File: src/sv/tld_pkg.sv
package tld_pkg;

    // Depth of the receive ring.
    localparam int BUFFER_DEPTH = 256;
    localparam int PTR_W        = $clog2(BUFFER_DEPTH);
    localparam int CNT_W        = PTR_W + 1;
    localparam int WANT_W       = 9;
    localparam int RDY_W        = (CNT_W > WANT_W) ? CNT_W : WANT_W;
    localparam int SAT_W        = (CNT_W > 8) ? CNT_W : 8;

    // Configuration register indexes.
    localparam logic [1:0] CFG_MODE     = 2'd0;
    localparam logic [1:0] CFG_SIGNAL   = 2'd1;
    localparam logic [1:0] CFG_EDIT     = 2'd2;
    localparam logic [1:0] CFG_RAW_MIN  = 2'd3;

    localparam logic [4:0]  MODE_RESET    = 5'd31;
    localparam logic [23:0] SIGNAL_RESET  = 24'h1A1C03;
    localparam logic [39:0] EDIT_RESET    = 40'h4157F;
    localparam logic [7:0]  RAW_MIN_RESET = 8'd1;

    // Mode flag bit positions.
    localparam int MODE_ISIG   = 0;
    localparam int MODE_CANON  = 1;
    localparam int MODE_ECHO   = 2;
    localparam int MODE_ICRNL  = 3;
    localparam int MODE_ONLCR  = 4;

    localparam logic [7:0] CH_BS  = 8'h08;
    localparam logic [7:0] CH_NL  = 8'h0A;
    localparam logic [7:0] CH_CR  = 8'h0D;
    localparam logic [7:0] CH_DEL = 8'h7F;

    localparam logic CMD_RECEIVE = 1'b0;
    localparam logic CMD_READ    = 1'b1;

    localparam logic [1:0] SIG_NONE    = 2'd0;
    localparam logic [1:0] SIG_INTR    = 2'd1;
    localparam logic [1:0] SIG_QUIT    = 2'd2;
    localparam logic [1:0] SIG_SUSPEND = 2'd3;

    // Canonical edit class of a received character.
    localparam logic [1:0] CLS_OTHER = 2'd0;
    localparam logic [1:0] CLS_EOF   = 2'd1;
    localparam logic [1:0] CLS_ERASE = 2'd2;
    localparam logic [1:0] CLS_KILL  = 2'd3;

    typedef struct packed {
        logic              cmd;
        logic [7:0]        ch;
        logic [1:0]        sig;
        logic [1:0]        cls;
        logic              eol;
        logic [WANT_W-1:0] wanted;
    } t_op;

    typedef struct packed {
        logic [CNT_W-1:0] fill;
        logic             rec;
        logic             eof;
    } t_ring_status;

endpackage

File: src/sv/tld_ram.sv
module tld_ram #(
    parameter int WIDTH = 8,
    parameter int DEPTH = 256
) (
    input  logic                     i_clk,
    input  logic                     i_we,
    input  logic [$clog2(DEPTH)-1:0] i_waddr,
    input  logic [WIDTH-1:0]         i_wdata,
    input  logic                     i_re,
    input  logic [$clog2(DEPTH)-1:0] i_raddr,
    output logic [WIDTH-1:0]         o_rdata
);

    logic [WIDTH-1:0] r_mem [DEPTH];
    logic [WIDTH-1:0] r_rdata;

    always_ff @(posedge i_clk) begin
        if (i_we) begin
            r_mem[i_waddr] <= i_wdata;
        end
        if (i_re) begin
            r_rdata <= r_mem[i_raddr];
        end
    end

    assign o_rdata = r_rdata;

endmodule

File: src/sv/tld_front.sv
module tld_front import tld_pkg::*; (
    input  logic              i_command,
    input  logic [7:0]        i_rx_byte,
    input  logic [WANT_W-1:0] i_wanted_count,
    input  logic [4:0]        i_mode,
    input  logic [23:0]       i_signal_chars,
    input  logic [39:0]       i_edit_chars,
    output t_op               o_op
);

    function automatic logic f_match(input logic [7:0] cc, input logic [7:0] ch);
        return (cc != 8'd0) && (cc == ch);
    endfunction

    logic [7:0] ch;

    always_comb begin
        // Signal characters are matched on the byte before CR translation.
        ch = (i_mode[MODE_ICRNL] && (i_rx_byte == CH_CR)) ? CH_NL : i_rx_byte;

        o_op.cmd    = i_command;
        o_op.ch     = ch;
        o_op.wanted = i_wanted_count;

        o_op.sig = SIG_NONE;
        if (i_mode[MODE_ISIG]) begin
            if (f_match(i_signal_chars[7:0], i_rx_byte)) begin
                o_op.sig = SIG_INTR;
            end else if (f_match(i_signal_chars[15:8], i_rx_byte)) begin
                o_op.sig = SIG_QUIT;
            end else if (f_match(i_signal_chars[23:16], i_rx_byte)) begin
                o_op.sig = SIG_SUSPEND;
            end
        end

        if (f_match(i_edit_chars[23:16], ch)) begin
            o_op.cls = CLS_EOF;
        end else if (f_match(i_edit_chars[7:0], ch) || (ch == CH_BS) || (ch == CH_DEL)) begin
            o_op.cls = CLS_ERASE;
        end else if (f_match(i_edit_chars[15:8], ch)) begin
            o_op.cls = CLS_KILL;
        end else begin
            o_op.cls = CLS_OTHER;
        end

        o_op.eol = (ch == CH_NL) || f_match(i_edit_chars[31:24], ch)
                   || f_match(i_edit_chars[39:32], ch);
    end

endmodule

File: src/sv/tld_queue.sv
module tld_queue import tld_pkg::*; (
    input  logic i_clk,
    input  logic i_rst_n,
    input  logic i_push_valid,
    output logic o_push_ready,
    input  t_op  i_push,
    output logic o_pop_valid,
    input  logic i_pop_ready,
    output t_op  o_pop
);

    t_op        r_entry [2];
    logic       r_wr;
    logic       r_rd;
    logic [1:0] r_count;
    logic       push;
    logic       pop;

    assign o_push_ready = (r_count != 2'd2);
    assign o_pop_valid  = (r_count != 2'd0);
    assign o_pop        = r_entry[r_rd];
    assign push         = i_push_valid && o_push_ready;
    assign pop          = o_pop_valid && i_pop_ready;

    always_ff @(posedge i_clk) begin
        if (push) begin
            r_entry[r_wr] <= i_push;
        end
    end

    always_ff @(posedge i_clk) begin
        if (!i_rst_n) begin
            r_wr    <= 1'b0;
            r_rd    <= 1'b0;
            r_count <= 2'd0;
        end else begin
            if (push) begin
                r_wr <= ~r_wr;
            end
            if (pop) begin
                r_rd <= ~r_rd;
            end
            if (push && !pop) begin
                r_count <= r_count + 2'd1;
            end else if (pop && !push) begin
                r_count <= r_count - 2'd1;
            end
        end
    end

endmodule

File: src/sv/tld_back.sv
module tld_back import tld_pkg::*; (
    input  logic         i_clk,
    input  logic         i_rst_n,
    input  logic [4:0]   i_mode,
    input  logic [7:0]   i_raw_min,
    input  logic         i_op_valid,
    output logic         o_op_ready,
    input  t_op          i_op,
    input  logic         i_out_ready,
    output logic         o_out_valid,
    output logic         o_accepted,
    output logic         o_echo_valid,
    output logic         o_echo_cr_first,
    output logic [7:0]   o_echo_byte,
    output logic [7:0]   o_erase_echo_count,
    output logic [1:0]   o_signal_code,
    output logic         o_read_valid,
    output logic [7:0]   o_read_byte,
    output logic         o_read_eof,
    output logic         o_readable,
    output logic         o_line_ready,
    output logic         o_eof_pending,
    output t_ring_status o_status
);

    function automatic logic f_readable(
        input logic              eof,
        input logic              rec,
        input logic              canon,
        input logic [CNT_W-1:0]  fill,
        input logic [7:0]        vmin_raw,
        input logic [WANT_W-1:0] count
    );
        logic [RDY_W-1:0] vmin;
        logic [RDY_W-1:0] cnt;
        logic [RDY_W-1:0] lim;
        vmin = (vmin_raw == 8'd0) ? RDY_W'(1) : RDY_W'(vmin_raw);
        cnt  = (count == '0) ? RDY_W'(1) : RDY_W'(count);
        lim  = (vmin > cnt) ? cnt : vmin;
        return eof || (canon ? (rec && (fill != '0)) : (RDY_W'(fill) >= lim));
    endfunction

    // Ring state.
    logic [CNT_W-1:0] r_fill;
    logic [PTR_W-1:0] r_rptr;
    logic             r_rec;
    logic             r_eof;
    logic [CNT_W-1:0] n_fill;
    logic [PTR_W-1:0] n_rptr;
    logic             n_rec;
    logic             n_eof;

    // Result register.
    logic       r_out_valid;
    logic       r_accepted;
    logic       r_echo_valid;
    logic       r_echo_cr;
    logic [7:0] r_echo_byte;
    logic [7:0] r_erase;
    logic [1:0] r_sig;
    logic       r_read_valid;
    logic       r_read_eof;
    logic       r_readable;
    logic       n_accepted;
    logic       n_echo_valid;
    logic       n_echo_cr;
    logic [7:0] n_echo_byte;
    logic [7:0] n_erase;
    logic [1:0] n_sig;
    logic       n_read_valid;
    logic       n_read_eof;
    logic       n_readable;

    logic             exec_go;
    logic             canon;
    logic             echo;
    logic             blocked;
    logic             store;
    logic             ram_we;
    logic             ram_re;
    logic [CNT_W-1:0] pos_sum;
    logic [PTR_W-1:0] wpos;
    logic [CNT_W-1:0] rptr_inc;
    logic [SAT_W-1:0] fill_ext;
    logic [7:0]       fill_sat;
    logic [7:0]       ram_rdata;

    assign o_op_ready = !r_out_valid || i_out_ready;
    assign exec_go    = i_op_valid && o_op_ready;
    assign canon      = i_mode[MODE_CANON];
    assign echo       = i_mode[MODE_ECHO];

    always_comb begin
        pos_sum  = CNT_W'(r_rptr) + r_fill;
        wpos     = (pos_sum >= CNT_W'(BUFFER_DEPTH)) ? PTR_W'(pos_sum - CNT_W'(BUFFER_DEPTH))
                                                     : PTR_W'(pos_sum);
        rptr_inc = CNT_W'(r_rptr) + CNT_W'(1);
        fill_ext = SAT_W'(r_fill);
        fill_sat = (fill_ext > SAT_W'(255)) ? 8'hFF : fill_ext[7:0];

        n_fill       = r_fill;
        n_rptr       = r_rptr;
        n_rec        = r_rec;
        n_eof        = r_eof;
        n_accepted   = 1'b0;
        n_echo_valid = 1'b0;
        n_echo_cr    = 1'b0;
        n_echo_byte  = 8'd0;
        n_erase      = 8'd0;
        n_sig        = SIG_NONE;
        n_read_valid = 1'b0;
        n_read_eof   = 1'b0;
        store        = 1'b0;
        ram_re       = 1'b0;
        blocked      = canon ? (r_rec || r_eof) : (r_fill >= CNT_W'(BUFFER_DEPTH));

        if (i_op.cmd == CMD_RECEIVE) begin
            if (!blocked) begin
                n_accepted = 1'b1;
                n_sig      = i_op.sig;
                if (i_op.sig != SIG_NONE) begin
                    n_rptr = '0;
                    n_fill = '0;
                    n_rec  = 1'b0;
                    n_eof  = 1'b0;
                end else if (canon) begin
                    case (i_op.cls)
                        CLS_EOF: begin
                            if (r_fill == '0) begin
                                n_eof = 1'b1;
                            end else begin
                                n_rec = 1'b1;
                            end
                        end
                        CLS_ERASE: begin
                            if (r_fill != '0) begin
                                n_fill = r_fill - CNT_W'(1);
                                n_erase = echo ? 8'd1 : 8'd0;
                            end
                        end
                        CLS_KILL: begin
                            n_erase = echo ? fill_sat : 8'd0;
                            n_fill  = '0;
                        end
                        default: begin
                            // One slot is kept free so that a line can always be closed.
                            store = r_fill < CNT_W'(BUFFER_DEPTH - 1);
                            if (i_op.eol) begin
                                n_rec = 1'b1;
                            end
                        end
                    endcase
                end else begin
                    store = 1'b1;
                end
                if (store) begin
                    n_fill = r_fill + CNT_W'(1);
                    if (echo) begin
                        n_echo_valid = 1'b1;
                        n_echo_byte  = i_op.ch;
                        n_echo_cr    = (i_op.ch == CH_NL) && i_mode[MODE_ONLCR];
                    end
                end
            end
        end else if ((i_op.wanted != '0)
                     && f_readable(r_eof, r_rec, canon, r_fill, i_raw_min, i_op.wanted)) begin
            if (r_fill != '0) begin
                n_read_valid = 1'b1;
                ram_re       = 1'b1;
                n_fill       = r_fill - CNT_W'(1);
                n_rptr       = (rptr_inc >= CNT_W'(BUFFER_DEPTH)) ? '0 : PTR_W'(rptr_inc);
                if (r_fill == CNT_W'(1)) begin
                    n_rptr = '0;
                    n_rec  = 1'b0;
                end
            end else if (r_eof) begin
                n_eof      = 1'b0;
                n_read_eof = 1'b1;
            end
        end

        n_readable = f_readable(n_eof, n_rec, canon, n_fill, i_raw_min, i_op.wanted);
        ram_we     = exec_go && store;
    end

    // The read data register only moves on a read, so it holds while the result stalls.
    tld_ram #(
        .WIDTH (8),
        .DEPTH (BUFFER_DEPTH)
    ) u_ram (
        .i_clk   (i_clk),
        .i_we    (ram_we),
        .i_waddr (wpos),
        .i_wdata (i_op.ch),
        .i_re    (exec_go && ram_re),
        .i_raddr (r_rptr),
        .o_rdata (ram_rdata)
    );

    always_ff @(posedge i_clk) begin
        if (!i_rst_n) begin
            r_fill      <= '0;
            r_rptr      <= '0;
            r_rec       <= 1'b0;
            r_eof       <= 1'b0;
            r_out_valid <= 1'b0;
        end else begin
            if (exec_go) begin
                r_fill      <= n_fill;
                r_rptr      <= n_rptr;
                r_rec       <= n_rec;
                r_eof       <= n_eof;
                r_out_valid <= 1'b1;
            end else if (i_out_ready) begin
                r_out_valid <= 1'b0;
            end
        end
    end

    always_ff @(posedge i_clk) begin
        if (exec_go) begin
            r_accepted   <= n_accepted;
            r_echo_valid <= n_echo_valid;
            r_echo_cr    <= n_echo_cr;
            r_echo_byte  <= n_echo_byte;
            r_erase      <= n_erase;
            r_sig        <= n_sig;
            r_read_valid <= n_read_valid;
            r_read_eof   <= n_read_eof;
            r_readable   <= n_readable;
        end
    end

    assign o_out_valid        = r_out_valid;
    assign o_accepted         = r_accepted;
    assign o_echo_valid       = r_echo_valid;
    assign o_echo_cr_first    = r_echo_cr;
    assign o_echo_byte        = r_echo_byte;
    assign o_erase_echo_count = r_erase;
    assign o_signal_code      = r_sig;
    assign o_read_valid       = r_read_valid;
    assign o_read_byte        = r_read_valid ? ram_rdata : 8'd0;
    assign o_read_eof         = r_read_eof;
    assign o_readable         = r_readable;
    assign o_line_ready       = r_rec;
    assign o_eof_pending      = r_eof;
    assign o_status.fill      = r_fill;
    assign o_status.rec       = r_rec;
    assign o_status.eof       = r_eof;

endmodule

File: src/sv/tty_line_discipline.sv
// Terminal receive line discipline. Each input transaction either delivers one byte from
// the line (command 0) or asks to read one byte out (command 1), and yields exactly one
// result transaction carrying echo, erase count, signal, read data and status flags.
// The block sustains one transaction per clock while the output is not stalled: the front end
// classifies the byte against the signal and edit characters, a two-entry queue decouples it
// from the back end, and the back end updates the ring and fills the output register. A result
// is held first in a queue entry and then in the output register, and the registered read
// of the ring RAM lands together with the output register. A stalled output holds the back end,
// and once both queue entries are full the input stalls as well.
// No clearing pass is needed after reset; the ring is usable at once.
// Configuration registers may only be written while no transaction is in flight.
module tty_line_discipline import tld_pkg::*; (
    input  logic              i_clk,
    input  logic              i_rst_n,
    input  logic              i_cfg_we,
    input  logic [1:0]        i_cfg_index,
    input  logic [39:0]       i_cfg_data,
    input  logic              i_in_valid,
    output logic              o_in_ready,
    input  logic              i_command,
    input  logic [7:0]        i_rx_byte,
    input  logic [WANT_W-1:0] i_wanted_count,
    output logic              o_out_valid,
    input  logic              i_out_ready,
    output logic              o_accepted,
    output logic              o_echo_valid,
    output logic              o_echo_cr_first,
    output logic [7:0]        o_echo_byte,
    output logic [7:0]        o_erase_echo_count,
    output logic [1:0]        o_signal_code,
    output logic              o_read_valid,
    output logic [7:0]        o_read_byte,
    output logic              o_read_eof,
    output logic              o_readable,
    output logic              o_line_ready,
    output logic              o_eof_pending
);

    logic [4:0]   r_mode;
    logic [23:0]  r_signal_chars;
    logic [39:0]  r_edit_chars;
    logic [7:0]   r_raw_min;

    t_op          front_op;
    t_op          queue_op;
    logic         queue_valid;
    logic         back_ready;
    t_ring_status status;

    always_ff @(posedge i_clk) begin
        if (!i_rst_n) begin
            r_mode         <= MODE_RESET;
            r_signal_chars <= SIGNAL_RESET;
            r_edit_chars   <= EDIT_RESET;
            r_raw_min      <= RAW_MIN_RESET;
        end else if (i_cfg_we) begin
            case (i_cfg_index)
                CFG_MODE:    r_mode         <= i_cfg_data[4:0];
                CFG_SIGNAL:  r_signal_chars <= i_cfg_data[23:0];
                CFG_EDIT:    r_edit_chars   <= i_cfg_data;
                CFG_RAW_MIN: r_raw_min      <= i_cfg_data[7:0];
                default:     r_mode         <= r_mode;
            endcase
        end
    end

    tld_front u_front (
        .i_command      (i_command),
        .i_rx_byte      (i_rx_byte),
        .i_wanted_count (i_wanted_count),
        .i_mode         (r_mode),
        .i_signal_chars (r_signal_chars),
        .i_edit_chars   (r_edit_chars),
        .o_op           (front_op)
    );

    tld_queue u_queue (
        .i_clk        (i_clk),
        .i_rst_n      (i_rst_n),
        .i_push_valid (i_in_valid),
        .o_push_ready (o_in_ready),
        .i_push       (front_op),
        .o_pop_valid  (queue_valid),
        .i_pop_ready  (back_ready),
        .o_pop        (queue_op)
    );

    tld_back u_back (
        .i_clk              (i_clk),
        .i_rst_n            (i_rst_n),
        .i_mode             (r_mode),
        .i_raw_min          (r_raw_min),
        .i_op_valid         (queue_valid),
        .o_op_ready         (back_ready),
        .i_op               (queue_op),
        .i_out_ready        (i_out_ready),
        .o_out_valid        (o_out_valid),
        .o_accepted         (o_accepted),
        .o_echo_valid       (o_echo_valid),
        .o_echo_cr_first    (o_echo_cr_first),
        .o_echo_byte        (o_echo_byte),
        .o_erase_echo_count (o_erase_echo_count),
        .o_signal_code      (o_signal_code),
        .o_read_valid       (o_read_valid),
        .o_read_byte        (o_read_byte),
        .o_read_eof         (o_read_eof),
        .o_readable         (o_readable),
        .o_line_ready       (o_line_ready),
        .o_eof_pending      (o_eof_pending),
        .o_status           (status)
    );

`ifndef SYNTHESIS
    a_fill_bound: assert property (@(posedge i_clk) disable iff (!i_rst_n)
        status.fill <= CNT_W'(BUFFER_DEPTH))
        else $error("ring fill count beyond buffer depth");

    a_read_excl: assert property (@(posedge i_clk) disable iff (!i_rst_n)
        o_out_valid |-> !(o_read_valid && o_read_eof) && !(o_accepted && o_read_valid))
        else $error("result carries conflicting read and receive outcomes");

    a_eof_cleared: assert property (@(posedge i_clk) disable iff (!i_rst_n)
        (o_out_valid && o_read_eof) |-> !o_eof_pending)
        else $error("end-of-file reported but mark still set");

    a_canon_block: assert property (@(posedge i_clk) disable iff (!i_rst_n)
        (o_out_valid && r_mode[MODE_CANON] && o_echo_valid) |-> o_accepted)
        else $error("echo produced for a refused byte");
`endif

endmodule

File: config.mk
export PLATFORM = sky130hd
export DESIGN_NAME = tty_line_discipline
export DESIGN_NICKNAME = d
export VERILOG_FILES = /design/src/sv/tld_pkg.sv /design/src/sv/tld_ram.sv /design/src/sv/tld_front.sv /design/src/sv/tld_queue.sv /design/src/sv/tld_back.sv /design/src/sv/tty_line_discipline.sv
export SDC_FILE = /design/constraint.sdc
export NUM_CORES = 2
export LEC_CHECK = 0
export ABC_CLOCK_PERIOD_IN_PS = 9300
export BUFFER_PORTS_ARGS = -buffer_cell sky130_fd_sc_hd__buf_2
export CELL_PAD_IN_SITES_DETAIL_PLACEMENT = 2
export CELL_PAD_IN_SITES_GLOBAL_PLACEMENT = 2
export CORE_UTILIZATION = 52
export CTS_BUF_LIST = sky130_fd_sc_hd__clkbuf_2
export CTS_CLUSTER_SIZE = 8
export DETAILED_ROUTE_END_ITERATION = 8
export GPL_ROUTABILITY_DRIVEN = 0
export GPL_TIMING_DRIVEN = 1
export PLACE_DENSITY = 0.82
export SLEW_MARGIN = 20
export SYNTH_ARGS = -nofsm -noshare
export SYNTH_HDL_FRONTEND = slang
export SYNTH_SLANG_ARGS = --single-unit
File: constraint.sdc
create_clock -name i_clk -period 9.3 [get_ports i_clk]
set_input_delay 0.465 -clock i_clk [delete_from_list [all_inputs] [get_ports i_clk]]
set_output_delay 0.465 -clock i_clk [all_outputs]
set_load 0.02 [all_outputs]
==> key figures, run 1 <==
Floorplanning
  – Die W: 416 µm
  – Die height: 416 µm
  – Core Rows: 151
  – I/O pin total: 101
  – Starting utilization of the core area: 52.4%

Place
  – Cells after DPL: 6518
  – Final HPWL DP: 198000 µm
  – PortBufs: 100

Clocking
  – Hold buffer count at cts: 249
  – Clock Root Buffer: clkbuf_2
  – Cts bufs inserted: 582
  – Clock sinks: 2228
  – Setup bufs post-CTS: 0
  – CTS Buffer Depth: 4
  – CTS resizes: 0
  – H-tree depth: 6

Run status
  – Error msg: [ERROR DPL-0033] detailed placement checks failed during check placement.
  – Outcome: aborted with a tool error
  – Exit stage: clock tree synthesis (4_1_cts)

Synth
  – Async S/R FF share, synth: 0%
  – Flops & latches, synth: 2228
  – Mapped Avg Cell Area: 20.2 µm²
  – Area of the mapped netlist: 88900 µm²
  – Number of distinct library cells after synthesis: 72
  – Syn Inst Count: 4406
  – Synth warn: 0
  – Post-synth EDFFs: 2126
  – Sequential share of the synthesized area: 74.1%
  – Synth Flop Type: edfxtp_1
## cell usage after synthesis (24+ instances only)
master / instances / share of area [%]
edfxtp_1: 2126 / 72
mux4_2: 645 / 16
nor2_1: 324 / 1.4
nand2_1: 279 / 1.2
clkbuf_1: 150 / 0.63
dfxtp_1: 102 / 2.3
mux2i_1: 66 / 0.74
buf_2: 59 / 0.33
a21boi_0: 56 / 0.47
xnor2_1: 54 / 0.53
a21oi_1: 39 / 0.22
ha_1: 39 / 0.55
nor3_1: 34 / 0.19
inv_1: 31 / 0.13
buf_1: 29 / 0.12
nand3_1: 29 / 0.16
and2_1: 24 / 0.17
## stage by stage
step / instance area [µm²] / setup slack, ns
3_3_place_gp: 91600 / 1.91
3_5_place_dp: 91600 / 1.47
2_1_floorplan: 88900 / 2.20
## cells by family after synthesis
logic type,Yosys count,synth area share (%)
multiplexers,722,17.2
adder cells (fa/ha/maj),40,0.571
AO/OA/AOI/OAI,258,2.09
buffers and inverters,290,1.40
XOR/XNOR,77,0.758
flip-flops,2228,74.1
AND/OR/NAND/NOR,790,3.86
other,1,0.00422
==> run 2, diff against run 1 <==
--- a/config.mk
+++ b/config.mk
@@ -7,15 +7,11 @@
 export LEC_CHECK = 0
 export ABC_CLOCK_PERIOD_IN_PS = 9300
 export BUFFER_PORTS_ARGS = -buffer_cell sky130_fd_sc_hd__buf_2
-export CELL_PAD_IN_SITES_DETAIL_PLACEMENT = 2
-export CELL_PAD_IN_SITES_GLOBAL_PLACEMENT = 2
-export CORE_UTILIZATION = 52
-export CTS_BUF_LIST = sky130_fd_sc_hd__clkbuf_2
-export CTS_CLUSTER_SIZE = 8
+export CORE_UTILIZATION = 40
 export DETAILED_ROUTE_END_ITERATION = 8
 export GPL_ROUTABILITY_DRIVEN = 0
 export GPL_TIMING_DRIVEN = 1
-export PLACE_DENSITY = 0.82
+export PLACE_DENSITY_LB_ADDON = 0.15
 export SLEW_MARGIN = 20
 export SYNTH_ARGS = -nofsm -noshare
 export SYNTH_HDL_FRONTEND = slang
==> run 2 against run 1 <==
  * The run now ends clean
  * Synthesized cell count unchanged
  * Area after synthesis unchanged
==> key figures, run 2 <==
Power and ir drop
  – Pleak: 0.0302 µW
  – Switch share: 27.5%
  – Combinational share of power: 18.6%
  – Pwr dens: 257 nW/µm²
  – Cell-internal power: 18700 µW
  – Clk pwr share: 34.8%
  – Register share of total power: 46.6%
  – Switching power: 7120 µW
  – Worst vdd ir: 0.201 mV
  – Tot Pwr: 25900 µW

Timing
  – Fin. max-slew vios: 0
  – Maximum clock rate: 140 MHz
  – RSZ-0062 raised after global routing: false
  – Final setup viols: 0
  – Worst slew margin: 11.8%
  – Slew @ Worst Pin: 1.31 ns
  – Final Critical Period: 7.12 ns
  – Final Skew: 0.0575 ns
  – Fin crit share: 76.5%
  – Fin. Hold Viols: 0
  – Setup tns final: 0 ns
  – Hold WS: 0.0792 ns

Synth
  – Post-synth top cells: 2126 x edfxtp_1, 645 x mux4_2, 324 x nor2_1, 279 x nand2_1, 150 x clkbuf_1
  – Area share of the largest cell type after synthesis: 71.8% (unchanged)
  – Synth Flop Type: edfxtp_1
  – Post-synth EDFFs: 2126 (unchanged)
  – Flops & latches, synth: 2228 (unchanged)
  – Sequential share of the synthesized area: 74.1% (unchanged)
  – Mapped Avg Cell Area: 20.2 µm² (unchanged)
  – Top post-synthesis cells by area: edfxtp_1 72%, mux4_2 16%, dfxtp_1 2.3%, nor2_1 1.4%, nand2_1 1.2%
  – Area of the mapped netlist: 88900 µm² (unchanged)
  – Synth warn: 0 (unchanged)
  – Number of distinct library cells after synthesis: 72 (unchanged)
  – Most common cell in the netlist: edfxtp_1
  – Async S/R FF share, synth: 0% (unchanged)
  – Cell taking the most area after synthesis: edfxtp_1
  – Syn Inst Count: 4406 (unchanged)

Final layout
  – Syn-to-layout area delta: 13.1%
  – Max FFs per register: 2048
  – Footprint of the multi-input gates: 21900 µm²
  – Post-layout util: 45.6%
  – Biggest regs: u_back.u_ram.r_mem (2048), u_queue.r_entry (46), r_edit_chars (40)
  – Largest reg by FF count: u_back.u_ram.r_mem
  – Commonest cells after routing, fill and taps aside: 2126 x edfxtp_1, 645 x mux4_2, 322 x nor2_1, 279 x nand2_1, 228 x clkbuf_16
  – Most common cell after layout, fill and taps aside: edfxtp_1
  – Nets@finish: 4690
  – Fillers: 18647
  – Share of layout cells above drive strength 1: 24.1%
  – Finished Cell Area: 101000 µm²
  – Seq. cell area: 65900 µm²

Critical path
  – Worst path most repeated cell: o21a_1
  – Critical path class: reg2reg
  – Crit end category: register
  – Worst setup SP type: register
  – Reg-to-reg endpoint: u_back.o_readable$_DFFE_PP_
  – Critical path's slowest cell: a211oi_2
  – Required time worst endpoint: 9.89 ns
  – Worst R2R Setup Slack: 2.18 ns
  – Reg2Reg Depth: 32
  – Critical Path Sink: u_back.o_readable$_DFFE_PP_
  – Worst Path Max Fanout: 34
  – Data arrival, critical path: 7.71 ns
  – Max stage delay on crit path: 0.56 ns

Floorplanning
  – Die height: 473 µm (+14%)
  – Core Rows: 172 (+14%)
  – I/O pin total: 101 (unchanged)
  – CORE AREA: 220000 µm²
  – Die W: 473 µm (+14%)
  – Die ar.: 224000 µm²
  – Starting utilization of the core area: 40.3% (-12 points)

Clocking
  – H-tree depth: 4 (-2)
  – CTS Buffer Depth: 3 (-1)
  – Cts bufs inserted: 227 (-61%)
  – Clock sinks: 2228 (unchanged)
  – Clock Root Buffer: clkbuf_16
  – Setup bufs post-CTS: 0 (unchanged)
  – Clock latency on the worst-skew pair: 0.87 ns
  – Worst-path clk slew: 0.06 ns
  – CTS tree: done

GRT
  – Grt total ovfl: 0
  – Largest net degree at the start of global routing: 176
  – Tot GR Track Use: 20.3%
  – Antenna violations before repair: 12
  – Vias in the first global route: 43820
  – First-pass GRT wire length: 326000 µm

Place
  – Post-DP Area: 92700 µm² (+1.1%)
  – PortBufs: 100 (unchanged)
  – Final HPWL DP: 138000 µm (-30%)

Hold path
  – Hold WC Path Type: in2reg

Route
  – Wire length per cell: 29.3 µm
  – Detailed-route via count: 43433
  – Vias per inst: 5.61
  – # DRC: 0
  – Antenna Nets Post-Route: 0
  – Routed WL: 227000 µm
  – Starting DRT DRC Count: 4537
  – First-pass DRT Iterations: 8

Run
  – Max-Cap Viols: 0

Run status
  – Outcome: finished, final reports clean
-- run 2: timing repair --
item / 4_1_cts / 5_1_grt
gates resized for setup: 0 / 0
hold buffers: 52 / 0
hold endpoints to repair: 99 / 0
-- run 2: worst min-delay path by stage --
| stage | depth (start not counted) | end | startpoint | slack (ns) |
|---|---|---|---|---|
| floorplan | 2 | r_mode[3]$_SDFFE_PN1P_ | r_mode[3]$_SDFFE_PN1P_ | 0.44 |
| global route | 1 | u_queue.r_entry[0][20]$_DFFE_PP_ | i_rx_byte[6] | 0.03 |
| detailed placement | 2 | r_mode[0]$_SDFFE_PN1P_ | r_mode[0]$_SDFFE_PN1P_ | 0.47 |
| finish | 1 | u_queue.r_entry[1][19]$_DFFE_PP_ | i_rx_byte[5] | 0.08 |
| global placement | 2 | r_mode[0]$_SDFFE_PN1P_ | r_mode[0]$_SDFFE_PN1P_ | 0.47 |
| CTS | 4 | r_signal_chars[5]$_SDFFE_PN0P_ | i_cfg_index[1] | 0.008 |
-- run 2: power by group through the flow --
stage	logic, µW	registers (µW)	clock network [µW]
6_report	4810	12000	9000
5_1_grt	5160	12100	9560
4_1_cts	4900	12000	9180
3_5_place_dp	4880	12300	0
3_3_place_gp	4840	12300	0
2_1_floorplan	3150	12400	0
-- run 2: metrics by stage --
stage	setup slack (ns)	cells
5_1_grt	1.65	7740
2_1_floorplan	2.20	4407
4_1_cts	1.80	7736
6_report	2.18	7742
3_3_place_gp	1.90	7262
3_5_place_dp	1.83	7262
-- run 2: cell type report --
| type | instances | area share, % |
|---|---|---|
| Timing Repair Buffer | 206 | 1.55 |
| Clock buffer | 277 | 5.87 |
| Inverter | 33 | 0.175 |
| Multi-Input combinational cell | 1889 | 21.7 |
| Sequential cell | 2228 | 65.5 |
| Clock inverter | 145 | 1.41 |
| Antenna cell | 6 | 0.0149 |
| Tap cell | 2958 | 3.68 |
-- run 2: logic make-up (layout without fill, tap and decap cells) --
logic type,after synthesis,count (layout),share of synthesized area [%]
adders and majority gates,40,40,0.571
AOI/OAI and AO/OA,258,258,2.09
other,1,8,0.00422
buffers and inverters,290,661,1.40
DFF,2228,2228,74.1
xor gates and xnor gates,77,77,0.758
muxes,722,722,17.2
and+or+nand+nor,790,790,3.86
-- run 2: critical path, delay by kind of cell (launching register included) --
family | cells | cell delay (ns)
adder cells (fa/ha/maj) | 3 | 0.82
AO/OA/AOI/OAI | 17 | 3.40
multiplexers | 1 | 0.43
AND/OR/NAND/NOR | 8 | 1.21
flip-flops | 1 | 0.31
buffers and inverters | 3 | 0.67
-- run 2: layer usage --
layer	share of wire, %	vias up	wire [µm]	GRT usage, %
met3	6.1	304	13800	3.57
met2	47	1396	107000	31.7
met1	44	23287	101000	29.5
met4	2.2	4	5020	4.78
met5	0.032	-	72	0.195
li1	-	18442	-	-
Note: power is estimated with default switching activity, not from simulation.
